File: src/rtl/core/ssort_pkg.sv
// Shared constants and types for the stable ascending sorter.
// No dependencies; imported by every module of the block.
`timescale 1ns / 1ps

package ssort_pkg;

    localparam int DEPTH  = 64;
    localparam int WORD_W = 32;

    typedef logic signed [WORD_W-1:0] word_t;

    // what one cell shows to its neighbours
    typedef struct packed {
        logic  occ;
        logic  gt;
        word_t value;
    } cell_link_t;

    // broadcast control from the top level to every cell
    typedef struct packed {
        logic  insert;
        logic  drain;
        word_t new_value;
    } cell_cmd_t;

endpackage

File: src/rtl/core/ssort_cell.sv
// One compare-and-shift cell of the sorter chain.
// Depends on ssort_pkg for the link and command structs.
`timescale 1ns / 1ps

module ssort_cell
    import ssort_pkg::*;
(
    input  logic       clk,
    input  logic       rst_n,
    input  cell_cmd_t  cmd,
    input  cell_link_t prev_link,
    input  cell_link_t next_link,
    output cell_link_t link
);

    logic  occ_reg;
    logic  occ_next;
    word_t value_reg;
    word_t value_next;
    logic  gt;
    logic  take;

    assign gt   = occ_reg && (value_reg > cmd.new_value);
    // take a value when displaced, or when this is the first free cell
    assign take = gt || (!occ_reg && prev_link.occ);

    always_comb
    begin
        occ_next   = occ_reg;
        value_next = value_reg;
        if (cmd.drain)
        begin
            occ_next   = next_link.occ;
            value_next = next_link.value;
        end
        else if (cmd.insert && take)
        begin
            occ_next   = 1'b1;
            value_next = prev_link.gt ? prev_link.value : cmd.new_value;
        end
    end

    always_ff @(posedge clk or negedge rst_n)
    begin
        if (!rst_n)
        begin
            occ_reg <= 1'b0;
        end
        else
        begin
            occ_reg <= occ_next;
        end
    end

    always_ff @(posedge clk)
    begin
        value_reg <= value_next;
    end

    assign link.occ   = occ_reg;
    assign link.gt    = gt;
    assign link.value = value_reg;

endmodule

File: config.mk
export PLATFORM = sky130hd
export DESIGN_NAME = ssort_cell
export DESIGN_NICKNAME = d
export VERILOG_FILES = /design/src/rtl/core/ssort_pkg.sv /design/src/rtl/core/ssort_cell.sv
export SDC_FILE = /design/constraint.sdc
export NUM_CORES = 1
export LEC_CHECK = 0
export ABC_AREA = 1
export BUFFER_PORTS_ARGS = -buffer_cell sky130_fd_sc_hd__buf_2
export CORE_UTILIZATION = 46
export CTS_CLUSTER_DIAMETER = 30
export DETAILED_ROUTE_END_ITERATION = 10
export PLACE_DENSITY = 0.82
export SETUP_SLACK_MARGIN = 0.02
export SYNTH_ARGS = -nofsm -noshare
export SYNTH_HDL_FRONTEND = slang
export SYNTH_SLANG_ARGS = --single-unit
export TNS_END_PERCENT = 20
File: constraint.sdc
create_clock -name clk -period 2.9 [get_ports clk]
set_input_delay 0.435 -clock clk [delete_from_list [all_inputs] [get_ports clk]]
set_output_delay 0.435 -clock clk [all_outputs]
set_load 0.005 [all_outputs]
* Word-level counts from Yosys, hierarchy flattened
Index checks and enable logic that the tools add are counted.
Word-level totals: register bits after elaboration 33, input bits 104, output and inout bits 34, word-level logic and storage cells 14
Operators by class: $lt $le $gt $ge 1, muxes and demuxes 5, reduce and logical (&&, ||, !) cells 6
Operators by type and width (count):
- $mux W32 | 3
- $gt A32 B32 Y1 | 1
- $logic_and A1 B1 Y1 | 3
- $mux W1 | 2
- $reduce_bool A2 Y1 | 1
- $logic_not A1 Y1 | 1
- $logic_or A1 B1 Y1 | 1

* Depth between registers and ports, before layout
word-level depth 6, mapped depth 18

* Worst setup path after synthesis
No wires, ideal clock.
path kind input -> register, start point input port cmd[7] (netlist name), end point register value_reg[0], enable pin, library setup time 0.390 ns, arrival 2.172 ns, slack 0.339 ns, stages 14, buffers on the path 0, path through inv_1 -> ha_1 -> a21o_1 -> nor2_1 -> nand2_1 -> nand2_1 -> nand2_1 -> nand2_1 -> nand2_1 -> nand2_1 -> nand3_2 -> nand2_1 -> nand2_1 -> nand2_1
Between the ends: word-level cells in the longest chain between the ends 5
RTL lines:
- start: declaration | RTL line ssort_cell.sv:10 | input cell_cmd_t cmd,
- $gt A32 B32 Y1 | RTL line ssort_cell.sv:23 | assign gt = occ_reg && (value_reg > cmd.new_value);
- $logic_and A1 B1 Y1 | RTL line ssort_cell.sv:23
- $logic_or A1 B1 Y1 | RTL line ssort_cell.sv:25 | assign take = gt || (!occ_reg && prev_link.occ);
- $logic_and A1 B1 Y1 | RTL line ssort_cell.sv:36 | else if (cmd.insert && take)
- $reduce_bool A2 Y1 (no source line)
- end signal: assignment | RTL line ssort_cell.sv:57 | value_reg <= value_next;
- end: declaration | RTL line ssort_cell.sv:18 | word_t value_reg;
No other way between the ends. A chain may end at the register's enable or synchronous reset.

==> key figures <==
Final layout
  – Area grow syn2layout: 32.61%
  – Antenna cells: 0
  – Fin nets: 573
  – Area taken by multi-input logic gates: 0.001365 sq mm
  – Max reg flops: 32
  – FF/Latch Area: 985.9 sq um
  – Layout cells sized above 1: 0.3539
  – Final Util: 0.6508
  – Fill count: 467

Timing
  – Final setup violation count: 0
  – Fin. Hold Viols: 0
  – Unrepaired setup endpoints after global routing: false
  – Min Hold Slack: 0.4065 ns
  – Post-layout min period: 2.359 ns
  – Fmax: 0.4238 GHz
  – Slew headroom: 0.3060
  – Worst Max-Slew Pin Slew: 1.041 ns
  – Setup_tns: 0 ns
  – Worst Skew: 0.005794 ns
  – Final Max Slew Viols: 0
  – Final period util: 0.8136

Die
  – DIE WIDTH: 76.98 microns
  – Core area: 0.005270 sq mm
  – Starting density of the core: 0.4907
  – # rows: 26
  – Die ar.: 0.005926 sq mm
  – # IOs: 138
  – Die Span Y: 76.98 microns

Synth
  – Warnings, synthesis: 0
  – Synth top area share: 0.3716
  – Synth Cell Area: 0.002586 sq mm
  – Cell variety after synth: 24
  – Seq cells post-synth: 33
  – Synth Net Count: 440
  – Register area share after synthesis: 0.3812
  – Dominant cell type by area after synthesis: edfxtp_1
  – Synth area leaders: edfxtp_1 37%, ha_1 15%, nand2_1 11%
  – Post-Syn Instances: 304
  – Avg Cell Area, Syn: 8.507 sq um

Clock tree
  – Clock Tree Buf Depth: 2
  – TritonCTS clock tree: built
  – Clk Latency, worst-skew pair: 0.27 ns
  – Clock root cell: clkbuf_8
  – Htree depth: 2
  – Clk pin slew, worst setup/hold paths: 0.07 ns
  – Setup Fix Bufs, Post-CTS: 0
  – CTS buffer count: 5
  – CTS sink cnt: 33

Worst setup path
  – Crit Path Max Fanout: 2
  – CP endpoint kind: primary output
  – Critical path arrival: 1.92 ns
  – Worst EP required: 2.47 ns
  – Crit Path Class: flop to primary output
  – Worst Reg2Reg Path Length in Cells: 15
  – CP Launch Type: flop

Placement
  – PortBufs: 136
  – DP Wirelength: 4951 microns
  – Routability cong.: 0.8491

Power
  – Seq pwr share: 0.433
  – Switching share of power: 0.2934
  – Part of the power in combinational logic: 0.295
  – Clk pwr share: 0.272
  – Power Dens Cells: 415.0 mW/mm^2
  – Internal: 1006 uW
  – Pwr Total: 1423 uW
  – Net switching power: 417.6 uW
  – Leak: 0.001764 uW
  – Peak VDD IR: 0.3207 mV

Routing
  – Max layer used: met4
  – Routed met2 length: 3273 microns
  – 1st-pass router iterations: 4
  – Via count: 2505
  – Final ANT Viol Nets: 0
  – Drt wl/cell: 12.61 microns
  – DR vias/cell: 4.931
  – Wl on met1: 2805 microns
  – Final wirelength: 6404 microns
  – Starting DRT DRC Count: 88
  – Post-route DRC: 0
  – Metal3 WL: 253 microns

Status
  – Status: complete, no violations

Worst hold path
  – Hold depth: 3
  – Worst hold path type: primary input to flop

Global route
  – Largest net degree at the start of global routing: 64
  – First-pass GRT wire length: 10570 microns
  – Vias in the first global route: 2484
  – All-Layer GR Usage: 0.2226
  – Initial antenna violation count: 0
  – GRT overflow: 0

Run
  – Max_cap viols: 0
## synthesized netlist by cell type, drive strengths merged
cell and number:
a21o 1, o21a 31, clkinv 1, nand3 3
nand2 74, a211oi 1, nand4 2, a21oi 21
inv 44, clkbuf 11, o211ai 29, dfrtp 1
buf 4, ha 32, nor2 15, o21ai 2
edfxtp 32
## path summary, 6_finish.rpt
check                      slack (ns)          start             to
max reg2reg                      0.63   value_reg[9]  value_reg[27]
max in group asynchronous        2.36          rst_n        occ_reg
min reg2reg                      0.53        occ_reg        occ_reg
min in group asynchronous        0.46          rst_n        occ_reg
max                              0.54   value_reg[9]       link[32]
min                              0.41  next_link[33]        occ_reg
## per-layer routing
| layer | up-vias | track usage |
|---|---|---|
| met5 | - | 0 |
| met4 | 0 | 0.05283 |
| met3 | 4 | 0.03571 |
| met2 | 72 | 0.4179 |
| met1 | 1123 | 0.2624 |
| li1 | 1306 | - |
## timing repair
item | CTS | global route
endpoints found under the hold margin | 1 | 0
hold buffers | 1 | 0
resized for setup | 0 | 0
## cell families after synthesis
group                    Yosys count  share of synthesized area
adder cells (fa/ha/maj)           32                     0.1548
AO/OA/AOI/OAI                     85                     0.2259
flip-flops                        33                     0.3812
buffers and inverters             60                    0.09095
AND/OR/NAND/NOR                   94                     0.1471
## through the flow
stage                     worst slack [ns]  cell area (sq um)  instances
after detailed placement            0.4562               3318        499
after CTS                           0.5093               3430        508
after global routing                0.3614               3430        508
after global placement              0.5004               3318        499
after floorplan                     0.3389               2586        304
final                               0.5406               3430        508
## placed cells by master (no fill, tap or decap), drive strengths merged, types with 7 or more instances in the layout
cell and n:
o21a 31, inv 44, ha 32, edfxtp 32, a21oi 21, nand2 74, buf 140, o211ai 29
clkbuf 7, nor2 15
## power by group through the flow
stage / Sequential (uW) / Combinational, uW / Clock [uW]
finish: 617 / 420 / 387
global route: 623 / 480 / 413
CTS: 617 / 425 / 392
detailed placement: 627 / 420 / 0
global placement: 624 / 406 / 0
floorplan: 632 / 241 / 0
## layout make-up
| class | count | area share |
|---|---|---|
| multi-input cells | 211 | 0.3980 |
| well taps | 70 | 0.02554 |
| clock buffers | 7 | 0.02809 |
| flip-flops and latches | 33 | 0.2875 |
| inverters | 45 | 0.04925 |
| clock inverters | 1 | 0.001459 |
| repair buffers | 141 | 0.2101 |
## worst max-delay path, cell delays in order, from the launching register on
cell and delay (ns):
edfxtp_1 0.41, ha_1 0.31, nand2_1 0.08, nand2_1 0.05, nand3_1 0.06, nand2_1 0.05
a21oi_1 0.19, nand2_1 0.08, nand2_1 0.07, nand2_1 0.05, nand2_1 0.07, nand3_2 0.07
inv_1 0.06, buf_2 0.10
(Power assumes the default switching activity.)
